`src/rtl/agxc_pkg.sv`:
```
// ----------------------------------------------------------------------------
// agxc_pkg
// Types, constants and saturating helpers of the affine-gap X-drop column.
// ----------------------------------------------------------------------------
`default_nettype none

package agxc_pkg;

	localparam int SCORE_W     = 32;
	localparam int SUM_W       = SCORE_W + 1;
	localparam int GAP_W       = 9;
	localparam int ROOM_W      = 6;
	localparam int CFG_IDX_W   = 2;
	localparam int MAX_EXTRA_DEF = 63;

	// minus-infinity floor and top of the score range
	localparam logic signed [SCORE_W-1:0] NINF = 32'sh8000_0064;
	localparam logic signed [SCORE_W-1:0] SMAX = 32'sh7FFF_FFFF;

	// configuration register indexes
	localparam logic [CFG_IDX_W-1:0] CFG_OPEN_PEN = 2'd0;
	localparam logic [CFG_IDX_W-1:0] CFG_EXT_PEN  = 2'd1;

	localparam logic signed [GAP_W-1:0] OPEN_PEN_RST = -9'sd5;
	localparam logic signed [GAP_W-1:0] EXT_PEN_RST  = -9'sd2;

	// front queue
	localparam int QUEUE_DEPTH = 2;
	localparam int QPTR_W      = $clog2(QUEUE_DEPTH);
	localparam int QCNT_W      = $clog2(QUEUE_DEPTH + 1);

	typedef struct packed {
		logic signed [SCORE_W-1:0] prev_score;
		logic signed [SCORE_W-1:0] prev_del;
		logic signed [SCORE_W-1:0] profile_score;
		logic signed [SCORE_W-1:0] cutoff;
		logic                      first_cell;
		logic                      diag_only;
		logic                      last_cell;
		logic [ROOM_W-1:0]         room;
	} cell_item_t;

	typedef struct packed {
		logic signed [SCORE_W-1:0] score;
		logic signed [SCORE_W-1:0] ins_val;
		logic signed [SCORE_W-1:0] del_val;
		logic                      column_end;
	} result_item_t;

	// classified queue entry handed from front to back
	typedef struct packed {
		logic signed [SCORE_W-1:0] prev_score;
		logic signed [SCORE_W-1:0] prev_del;
		logic signed [SCORE_W-1:0] profile_score;
		logic signed [SCORE_W-1:0] cutoff;
		logic                      first;
		logic                      tail;
		logic                      last;
		logic [ROOM_W-1:0]         limit;
	} cell_entry_t;

	typedef struct packed {
		logic signed [GAP_W-1:0] open_pen;
		logic signed [GAP_W-1:0] ext_pen;
	} gap_cfg_t;

	typedef enum logic [2:0] {
		B_IDLE,
		B_SAT,
		B_PICK,
		B_XSUM,
		B_XPICK
	} back_state_t;

	// score plus score, one guard bit
	function automatic logic signed [SUM_W-1:0] add_score(
		input logic signed [SCORE_W-1:0] a,
		input logic signed [SCORE_W-1:0] b
	);
		add_score = $signed({a[SCORE_W-1], a}) + $signed({b[SCORE_W-1], b});
	endfunction

	// score plus gap penalty, one guard bit
	function automatic logic signed [SUM_W-1:0] add_gap(
		input logic signed [SCORE_W-1:0] a,
		input logic signed [GAP_W-1:0]   g
	);
		add_gap = $signed({a[SCORE_W-1], a}) +
			$signed({{(SUM_W-GAP_W){g[GAP_W-1]}}, g});
	endfunction

	function automatic logic signed [SUM_W-1:0] max_sum(
		input logic signed [SUM_W-1:0] a,
		input logic signed [SUM_W-1:0] b
	);
		max_sum = (a > b) ? a : b;
	endfunction

	function automatic logic signed [SCORE_W-1:0] max_score(
		input logic signed [SCORE_W-1:0] a,
		input logic signed [SCORE_W-1:0] b
	);
		max_score = (a > b) ? a : b;
	endfunction

	// clamp into [NINF, SMAX]
	function automatic logic signed [SCORE_W-1:0] sat(
		input logic signed [SUM_W-1:0] x
	);
		logic signed [SUM_W-1:0] lo;
		logic signed [SUM_W-1:0] hi;
		lo = $signed({NINF[SCORE_W-1], NINF});
		hi = $signed({SMAX[SCORE_W-1], SMAX});
		if (x < lo) begin
			sat = NINF;
		end else if (x > hi) begin
			sat = SMAX;
		end else begin
			sat = x[SCORE_W-1:0];
		end
	endfunction

endpackage

`default_nettype wire

```
`src/rtl/agxc_front.sv`:
```
// ----------------------------------------------------------------------------
// agxc_front
// Accepts cell items, classifies them and queues them for the back end.
// ----------------------------------------------------------------------------
`default_nettype none

module agxc_front #(
	parameter int MAX_EXTRA = agxc_pkg::MAX_EXTRA_DEF
) (
	input  wire                    clk,
	input  wire                    arst_n,
	input  wire                    cell_valid,
	output logic                   cell_ready,
	input  agxc_pkg::cell_item_t   cell_item,
	output logic                   head_valid,
	output agxc_pkg::cell_entry_t  head,
	input  wire                    pop
);

	localparam logic [agxc_pkg::ROOM_W-1:0] MAX_EXTRA_L = agxc_pkg::ROOM_W'(MAX_EXTRA);
	localparam logic [agxc_pkg::QPTR_W-1:0] PTR_LAST =
		agxc_pkg::QPTR_W'(agxc_pkg::QUEUE_DEPTH - 1);
	localparam logic [agxc_pkg::QCNT_W-1:0] CNT_FULL =
		agxc_pkg::QCNT_W'(agxc_pkg::QUEUE_DEPTH);

	agxc_pkg::cell_entry_t             entry_q [agxc_pkg::QUEUE_DEPTH];
	agxc_pkg::cell_entry_t             cls;
	logic [agxc_pkg::QPTR_W-1:0]       wr_ptr_q;
	logic [agxc_pkg::QPTR_W-1:0]       rd_ptr_q;
	logic [agxc_pkg::QCNT_W-1:0]       count_q;
	logic                              push;
	logic                              do_pop;

	// classify: map flags and cap the tail room
	always_comb begin
		cls.prev_score    = cell_item.prev_score;
		cls.prev_del      = cell_item.prev_del;
		cls.profile_score = cell_item.profile_score;
		cls.cutoff        = cell_item.cutoff;
		cls.first         = cell_item.first_cell;
		cls.tail          = cell_item.diag_only;
		cls.last          = cell_item.last_cell;
		cls.limit         = (cell_item.room < MAX_EXTRA_L) ? cell_item.room : MAX_EXTRA_L;
	end

	assign cell_ready = (count_q != CNT_FULL);
	assign head_valid = (count_q != '0);
	assign head       = entry_q[rd_ptr_q];
	assign push       = cell_valid && cell_ready;
	assign do_pop     = pop && head_valid;

	// queue storage
	always_ff @(posedge clk) begin
		if (push) begin
			entry_q[wr_ptr_q] <= cls;
		end
	end

	// queue pointers
	always_ff @(posedge clk or negedge arst_n) begin
		if (!arst_n) begin
			wr_ptr_q <= '0;
			rd_ptr_q <= '0;
			count_q  <= '0;
		end else begin
			if (push) begin
				wr_ptr_q <= (wr_ptr_q == PTR_LAST) ? '0 : wr_ptr_q + 1'b1;
			end
			if (do_pop) begin
				rd_ptr_q <= (rd_ptr_q == PTR_LAST) ? '0 : rd_ptr_q + 1'b1;
			end
			if (push && !do_pop) begin
				count_q <= count_q + 1'b1;
			end else if (do_pop && !push) begin
				count_q <= count_q - 1'b1;
			end
		end
	end

endmodule

`default_nettype wire

```
`src/rtl/agxc_back.sv`:
```
// ----------------------------------------------------------------------------
// agxc_back
// Cell sequencer: scores one queued cell, appends insertion cells at column
// end, and drives the result register.
// ----------------------------------------------------------------------------
`default_nettype none

module agxc_back (
	input  wire                     clk,
	input  wire                     arst_n,
	input  agxc_pkg::gap_cfg_t      cfg,
	input  wire                     head_valid,
	input  agxc_pkg::cell_entry_t   head,
	output logic                    pop,
	output logic                    result_valid,
	input  wire                     result_ready,
	output agxc_pkg::result_item_t  result_item
);

	agxc_pkg::back_state_t state_q, state_d;

	// chain state
	logic signed [agxc_pkg::SCORE_W-1:0] diag_q, above_q, above_ins_q;
	agxc_pkg::cell_entry_t               item_q;
	logic [agxc_pkg::ROOM_W-1:0]         cnt_q;
	agxc_pkg::result_item_t              pend_q;

	// raw sums
	logic signed [agxc_pkg::SUM_W-1:0] m_sum_s1, do_sum_s1, de_sum_s1;
	logic signed [agxc_pkg::SUM_W-1:0] io_sum_s1, ie_sum_s1;
	// saturated and pruned candidates
	logic signed [agxc_pkg::SCORE_W-1:0] match_s2, del_s2, ins_s2;
	logic                                ins_ok_s2;

	// result register
	logic                   res_valid_q;
	agxc_pkg::result_item_t res_q;
	logic                   out_free;

	// control strobes
	logic ld_sums, ld_ins_sums, ld_sat, pick_emit, pick_pend, x_emit, x_more;

	// combinational datapath
	logic signed [agxc_pkg::SCORE_W-1:0] match_c, del_raw_c, del_c, ins_c;
	logic signed [agxc_pkg::SCORE_W-1:0] body_c, s0_c, pick_s, pick_e;
	logic signed [agxc_pkg::SCORE_W-1:0] x_ins;

	assign out_free = !res_valid_q || result_ready;

	// second stage: saturate and prune
	always_comb begin
		match_c   = item_q.first ? agxc_pkg::NINF : agxc_pkg::sat(m_sum_s1);
		del_raw_c = agxc_pkg::sat(agxc_pkg::max_sum(do_sum_s1, de_sum_s1));
		del_c     = (item_q.tail || (del_raw_c < item_q.cutoff)) ? agxc_pkg::NINF
			: del_raw_c;
		ins_c     = agxc_pkg::sat(agxc_pkg::max_sum(io_sum_s1, ie_sum_s1));
	end

	// third stage: pick the cell score
	always_comb begin
		body_c = agxc_pkg::max_score(del_s2, match_s2);
		if (item_q.tail) begin
			s0_c = (match_s2 >= item_q.cutoff) ? match_s2 : agxc_pkg::NINF;
		end else begin
			s0_c = (body_c < item_q.cutoff) ? agxc_pkg::NINF : body_c;
		end
		pick_e = ins_ok_s2 ? ins_s2 : agxc_pkg::NINF;
		pick_s = ins_ok_s2 ? agxc_pkg::max_score(s0_c, ins_s2) : s0_c;
	end

	// appended insertion cell
	assign x_ins  = agxc_pkg::sat(agxc_pkg::max_sum(io_sum_s1, ie_sum_s1));
	assign x_more = (cnt_q < item_q.limit) && (above_q >= item_q.cutoff) &&
		(x_ins >= item_q.cutoff);

	// next state and strobes
	always_comb begin
		state_d     = state_q;
		pop         = 1'b0;
		ld_sums     = 1'b0;
		ld_ins_sums = 1'b0;
		ld_sat      = 1'b0;
		pick_emit   = 1'b0;
		pick_pend   = 1'b0;
		x_emit      = 1'b0;
		case (state_q)
			agxc_pkg::B_IDLE: begin
				if (head_valid) begin
					pop     = 1'b1;
					ld_sums = 1'b1;
					state_d = agxc_pkg::B_SAT;
				end
			end
			agxc_pkg::B_SAT: begin
				ld_sat  = 1'b1;
				state_d = agxc_pkg::B_PICK;
			end
			agxc_pkg::B_PICK: begin
				if (item_q.last) begin
					pick_pend = 1'b1;
					state_d   = agxc_pkg::B_XSUM;
				end else if (out_free) begin
					pick_emit = 1'b1;
					state_d   = agxc_pkg::B_IDLE;
				end
			end
			agxc_pkg::B_XSUM: begin
				ld_ins_sums = 1'b1;
				state_d     = agxc_pkg::B_XPICK;
			end
			agxc_pkg::B_XPICK: begin
				if (out_free) begin
					x_emit  = 1'b1;
					state_d = x_more ? agxc_pkg::B_XSUM : agxc_pkg::B_IDLE;
				end
			end
			default: begin
				state_d = agxc_pkg::B_IDLE;
			end
		endcase
	end

	always_ff @(posedge clk or negedge arst_n) begin
		if (!arst_n) begin
			state_q <= agxc_pkg::B_IDLE;
		end else begin
			state_q <= state_d;
		end
	end

	// working item and arithmetic stages
	always_ff @(posedge clk) begin
		if (ld_sums) begin
			item_q    <= head;
			m_sum_s1  <= agxc_pkg::add_score(diag_q, head.profile_score);
			do_sum_s1 <= agxc_pkg::add_gap(head.prev_score, cfg.open_pen);
			de_sum_s1 <= agxc_pkg::add_gap(head.prev_del, cfg.ext_pen);
		end
		if (ld_sums || ld_ins_sums) begin
			io_sum_s1 <= agxc_pkg::add_gap(above_q, cfg.open_pen);
			ie_sum_s1 <= agxc_pkg::add_gap(above_ins_q, cfg.ext_pen);
		end
		if (ld_sat) begin
			match_s2  <= match_c;
			del_s2    <= del_c;
			ins_s2    <= ins_c;
			ins_ok_s2 <= !item_q.first && (ins_c >= item_q.cutoff);
		end
		// held result of the last cell until its successor is known
		if (pick_pend) begin
			pend_q <= '{score: pick_s, ins_val: pick_e, del_val: del_s2,
				column_end: 1'b0};
		end else if (x_emit && x_more) begin
			pend_q <= '{score: x_ins, ins_val: x_ins, del_val: agxc_pkg::NINF,
				column_end: 1'b0};
		end
	end

	// chain state and appended-cell count
	always_ff @(posedge clk or negedge arst_n) begin
		if (!arst_n) begin
			diag_q      <= agxc_pkg::NINF;
			above_q     <= agxc_pkg::NINF;
			above_ins_q <= agxc_pkg::NINF;
			cnt_q       <= '0;
		end else begin
			if (pick_emit || pick_pend) begin
				above_q     <= pick_s;
				above_ins_q <= pick_e;
				if (!item_q.tail) begin
					diag_q <= item_q.prev_score;
				end
				cnt_q <= '0;
			end else if (x_emit) begin
				if (x_more) begin
					above_q     <= x_ins;
					above_ins_q <= x_ins;
					cnt_q       <= cnt_q + 1'b1;
				end else begin
					// column done: chain restarts
					diag_q      <= agxc_pkg::NINF;
					above_q     <= agxc_pkg::NINF;
					above_ins_q <= agxc_pkg::NINF;
				end
			end
		end
	end

	// result register
	always_ff @(posedge clk or negedge arst_n) begin
		if (!arst_n) begin
			res_valid_q <= 1'b0;
		end else if (pick_emit || x_emit) begin
			res_valid_q <= 1'b1;
		end else if (result_ready) begin
			res_valid_q <= 1'b0;
		end
	end

	always_ff @(posedge clk) begin
		if (pick_emit) begin
			res_q <= '{score: pick_s, ins_val: pick_e, del_val: del_s2,
				column_end: 1'b0};
		end else if (x_emit) begin
			res_q <= '{score: pend_q.score, ins_val: pend_q.ins_val,
				del_val: pend_q.del_val, column_end: !x_more};
		end
	end

	assign result_valid = res_valid_q;
	assign result_item  = res_q;

endmodule

`default_nettype wire

```
`src/rtl/affine_gap_xdrop_column.sv`:
```
// ----------------------------------------------------------------------------
// affine_gap_xdrop_column
// Affine-gap alignment column engine with X-drop pruning, one cell per item.
// ----------------------------------------------------------------------------
// Usage:
//   cell_valid/cell_ready/cell_item carries one table cell per item; the
//   result channel result_valid/result_ready/result_item returns one item per
//   cell, plus appended insertion cells after a cell marked last_cell. The
//   final result of a column carries column_end.
//   cfg_valid/cfg_ready/cfg_index/cfg_data writes the gap open penalty
//   (index 0) and the gap extend penalty (index 1); cfg_ready is always
//   high. Write only when idle.
// Timing:
//   An ordinary cell is popped and goes through the sum, saturate and pick
//   states before its result is registered. The scoring sequencer ends one
//   cell before it takes the next, as the insertion chain feeds each cell from
//   the one above it. A last cell adds an XSUM/XPICK pass per appended cell
//   and one for the final check. A 2-entry queue takes new items meanwhile.
// Reset:
//   arst_n clears the queue, the result register and the chain state, and
//   loads open penalty = -5, extend penalty = -2.
// Stall:
//   A result holds in the output register while result_ready is low; the
//   sequencer waits and the queue fills, then cell_ready drops.
// ----------------------------------------------------------------------------
`default_nettype none

module affine_gap_xdrop_column #(
	parameter int MAX_EXTRA = agxc_pkg::MAX_EXTRA_DEF
) (
	input  wire                                clk,
	input  wire                                arst_n,
	input  wire                                cell_valid,
	output logic                               cell_ready,
	input  agxc_pkg::cell_item_t               cell_item,
	output logic                               result_valid,
	input  wire                                result_ready,
	output agxc_pkg::result_item_t             result_item,
	input  wire                                cfg_valid,
	output logic                               cfg_ready,
	input  wire [agxc_pkg::CFG_IDX_W-1:0]      cfg_index,
	input  wire [agxc_pkg::GAP_W-1:0]          cfg_data
);

	agxc_pkg::gap_cfg_t    cfg_q;
	agxc_pkg::cell_entry_t head;
	logic                  head_valid;
	logic                  pop;

	assign cfg_ready = 1'b1;

	// configuration registers
	always_ff @(posedge clk or negedge arst_n) begin
		if (!arst_n) begin
			cfg_q.open_pen <= agxc_pkg::OPEN_PEN_RST;
			cfg_q.ext_pen  <= agxc_pkg::EXT_PEN_RST;
		end else if (cfg_valid) begin
			case (cfg_index)
				agxc_pkg::CFG_OPEN_PEN: begin
					cfg_q.open_pen <= $signed(cfg_data);
				end
				agxc_pkg::CFG_EXT_PEN: begin
					cfg_q.ext_pen <= $signed(cfg_data);
				end
				default: begin
				end
			endcase
		end
	end

	agxc_front #(
		.MAX_EXTRA (MAX_EXTRA)
	) u_front (
		.clk        (clk),
		.arst_n     (arst_n),
		.cell_valid (cell_valid),
		.cell_ready (cell_ready),
		.cell_item  (cell_item),
		.head_valid (head_valid),
		.head       (head),
		.pop        (pop)
	);

	agxc_back u_back (
		.clk          (clk),
		.arst_n       (arst_n),
		.cfg          (cfg_q),
		.head_valid   (head_valid),
		.head         (head),
		.pop          (pop),
		.result_valid (result_valid),
		.result_ready (result_ready),
		.result_item  (result_item)
	);

endmodule

`default_nettype wire

```
`config.mk`:
```
export PLATFORM = sky130hd
export DESIGN_NAME = affine_gap_xdrop_column
export DESIGN_NICKNAME = d
export VERILOG_FILES = /design/src/rtl/agxc_pkg.sv /design/src/rtl/agxc_front.sv /design/src/rtl/agxc_back.sv /design/src/rtl/affine_gap_xdrop_column.sv
export SDC_FILE = /design/constraint.sdc
export NUM_CORES = 2
export LEC_CHECK = 0
export BUFFER_PORTS_ARGS = -buffer_cell sky130_fd_sc_hd__buf_2
export CAP_MARGIN = 20
export CORE_MARGIN = 2
export CORE_UTILIZATION = 55
export CTS_CLUSTER_SIZE = 16
export DETAILED_ROUTE_END_ITERATION = 16
export GPL_TIMING_DRIVEN = 0
export PLACE_DENSITY = 0.81
export SYNTH_ARGS = -nofsm -noshare
export SYNTH_HDL_FRONTEND = slang
export SYNTH_SLANG_ARGS = --single-unit
```
`constraint.sdc`:
```
create_clock -name clk -period 11.3 [get_ports clk]
set_input_delay 1.13 -clock clk [delete_from_list [all_inputs] [get_ports clk]]
set_output_delay 1.13 -clock clk [all_outputs]
set_load 0.02 [all_outputs]
```
==> summary by stage <==
Timing
The transition time at the pin with the least slew margin is 1.26 ns. The minimum setup slack in the final design is 0.306 ns. Subtracting the final worst setup slack from the clock period gives 10.99 ns. Setup repair after global routing left no endpoint under its margin. Headroom to the max-slew limit came out at 0.158.

Across the routed clock network, the largest skew measured is 0.0434 ns. Setup total negative slack on the finished layout was measured at 0 ns. The number of hold-slack violations in the final timing report is 0. The post-route worst hold slack is 0.319 ns. Setup violations remaining at the end of the flow were counted as 0. The number of pins exceeding their max-slew limit in the final report came to 0. The highest attainable clock frequency is 0.0910 GHz.

Of the available clock period, the critical path in the final layout requires 0.973.

Clock tree
The clock tree synthesis step divided the H-tree into 3 levels. The clock sink count is 930. Clock-pin slew was measured on the worst setup and hold paths at 0.06 ns. After clock tree synthesis, the flow added hold-fix buffers numbering 0. Counting the buffers created by CTS gives 97. TritonCTS built the clock tree. Post-CTS timing repair inserted 0 buffers for setup.

The maximum buffer depth of the clock tree is 3. The clock root buffer is sky130_fd_sc_hd__clkbuf_16. The number of gates resized after CTS was 0. For the worst-skew pair, the clock arrives at the later sink with an insertion delay of 0.73 ns.

Setup path
The highest net fanout along the worst path is 10. The standard cell with the maximum stage delay on the critical path is sky130_fd_sc_hd__o221ai_1. The kind of end point of the critical path is a flip-flop. On the worst path, the slowest cell contributes a delay of 0.93 ns. The worst setup path is launched from a flip-flop. Counting stages on the worst path, the most repeated cell is sky130_fd_sc_hd__nor3_1. Measured in cells, the most critical reg-to-reg path has a length of 35. The critical register-to-register path startpoint is u_back.match_s2[19]$_SDFFCE_PP0P_.

At the worst endpoint, the required time is 11.70 ns. For the worst setup path, the data arrival time is 11.39 ns. In this run the critical register-to-register path is captured at u_back.result_item[70]$_DFFE_PP_. The path type of the worst setup path is flip-flop to flip-flop. Setup slack on the worst reg-to-reg path comes out at 0.31 ns.

Run
Across the run, the number of max-cap violations was 0.

Place
At the placement stage, the worst setup path has a slack of 0.955 ns. Port buffering added 245 buffers. Summed over all nets, the half-perimeter wirelength after detailed placement is 131000 um.

The number of cells after detailed placement is 6075. The last weighted congestion value of the routability-driven placer is 1.04.

Floorplanning
The overall die area is 97300 um2. The overall die width is 312 um. The placeable core area is 93600 um2. The initial standard-cell utilization of the core is 0.557. 253 I/O pins were placed. The floorplan step set the die height to 312 um. The floorplan has 112 rows.

Layout
The fraction of final layout cells sized beyond drive strength 1 is 0.148. The final-stage net count is 5537. Leaving out fill and tap cells, the most frequent cell in the layout is sky130_fd_sc_hd__edfxtp_1. The top cell types in the final layout, fill and taps aside, are sky130_fd_sc_hd__edfxtp_1 (801), sky130_fd_sc_hd__ha_1 (455), sky130_fd_sc_hd__inv_1 (306), sky130_fd_sc_hd__buf_2 (272), sky130_fd_sc_hd__nor2_1 (270).

Compared with the post-synthesis result, the final layout area differs by 13.5%. The finished layout holds 6269 standard cells, fillers aside.

Synth
For this run, the number of Yosys warnings is 0. The number of register bits inferred by synthesis is 930. The net count after synthesis is 5155.

Of the post-synthesis cell area, the dominant cell type holds 0.461. The number of flops mapped to enable cells by yosys is 801. The cell accounting for the most synthesized area is sky130_fd_sc_hd__edfxtp_1. The cell area that synthesis handed to floorplanning was 52100 um2.

The sequential area share after synthesis is 0.524. The main flop type after synthesis is sky130_fd_sc_hd__edfxtp_1. After synthesis, the mean cell area works out to 11.5 um2. After synthesis, the cell types taking the most area are sky130_fd_sc_hd__edfxtp_1 (46%), sky130_fd_sc_hd__ha_1 (11%), sky130_fd_sc_hd__dfrtp_1 (4.8%), sky130_fd_sc_hd__mux2_2 (3.9%), sky130_fd_sc_hd__a21oi_1 (2.6%).

The post-synthesis async set-or-reset flop share is 0.138. The count of distinct cell types in the synthesized netlist is 95. The cell count after synthesis is 4542.

Route
The final layout contains routed wiring with a total length of 169000 um. The first-pass iteration count of the detailed router is 8. For this block, the initial DRC count from the detailed router was 4412. After detailed routing, the number of remaining DRC violations is 0. In the routed layout, each cell is associated on average with a via count of 6.38. After detailed routing, the average wire length per cell comes to 27.0 um. Once detail routing completed, the nets flagged for antenna violations numbered 0. The final route contains 40000 vias.

GRT
In the global route stage, overall resource usage came out at 0.343. The number of antenna violations at the first check in global routing is 4. Summed over all layers, the global routing overflow is 0. Entering global routing, the biggest net connects 96 pins. The number of global-route vias before repair came to 39300. The global-route wire length before repair is 246000 um.

Status
The flow ran to the end, and the final reports show no timing, DRC or antenna violations.

Min path
The class of the worst hold path is input pin to asynchronous set/reset pin.
[cells in the mapped netlist, drive strengths merged (79+ instances only)]
cell type / n
clkbuf: 136
ha: 455
nand3: 167
edfxtp: 801
o21a: 83
mux2: 183
o21ai: 290
xnor2: 105
nand2: 267
dfrtp: 100
nor2: 273
inv: 306
a21o: 99
a31oi: 79
a21oi: 271
[cell families (layout without fill, tap and decap cells)]
logic type                 after synthesis  after routing  synth area share
and+or+nand+nor                       1075           1075            0.0995
xor gates and xnor gates               137            137            0.0230
buffers and inverters                  487            952            0.0366
DFF                                    930            930             0.524
AOI/OAI and AO/OA                     1202           1202             0.153
other                                    1              9         0.0000719
adders and majority gates              460            460             0.111
muxes                                  250            250            0.0525
[worst max-delay path, delay by kind of cell (launching register included)]
family                     cells  cell delay [ns]
buffers and inverters          7             1.84
DFF                            1             0.75
AOI/OAI and AO/OA             13             4.23
muxes                          1             0.46
and+or+nand+nor               11             2.38
adders and majority gates      3             0.99
[state kept, by name, summed over array words and instances (netlist names), 33 cells and up]
| register | flops |
|---|---|
| u_back.de_sum_s1 | 33 |
| u_back.do_sum_s1 | 33 |
| u_back.ie_sum_s1 | 33 |
| u_back.io_sum_s1 | 33 |
| u_back.item_q | 73 |
| u_back.m_sum_s1 | 33 |
| u_back.pend_q | 96 |
| u_back.result_item | 97 |
| u_front.entry_q | 274 |
[worst max-delay path by stage]
stage | from | to | slack (ns) | cells after the start
after floorplan | result_ready | u_back.above_ins_q[11]$_DFFE_PN0P_ | 1.69 | 7
after global placement | result_ready | u_back.above_ins_q[27]$_DFFE_PN0P_ | -1.73 | 8
after detailed placement | u_back.match_s2[19]$_SDFFCE_PP0P_ | u_back.result_item[67]$_DFFE_PP_ | 0.95 | 35
after CTS | u_back.match_s2[19]$_SDFFCE_PP0P_ | u_back.result_item[67]$_DFFE_PP_ | 0.86 | 35
after global routing | u_back.match_s2[19]$_SDFFCE_PP0P_ | u_back.result_item[70]$_DFFE_PP_ | 0.001 | 35
final | u_back.match_s2[19]$_SDFFCE_PP0P_ | u_back.result_item[70]$_DFFE_PP_ | 0.31 | 35
[layout make-up]
cell class	count	area, um2
repair buffers	283	1880
fillers	7337	34500
inverters	306	1150
clock buffers	113	2580
well taps	1254	1570
multi-input cells	3125	23000
plain buffers	181	758
diodes	8	20.0
clock inverters	69	920
flip-flops and latches	930	27300
[metrics by stage]
stage | instance area, um2 | utilization
floorplan | 52100 | -
global placement | 54900 | 0.587
detailed placement | 55500 | 0.593
CTS | 59000 | 0.631
global route | 59100 | 0.632
finish | 59100 | 0.632
[routing by layer]
layer	routed length [um]	vias up	track usage
met2	77800	2135	0.555
li1	-	18000	-
met5	40	-	0
met1	62200	19200	0.410
met4	13900	6	0.232
met3	15400	630	0.0785
Power is left out: the tool's default activity adds up to more than one toggle a clock period on the data nets, which glitch-free logic cannot reach.
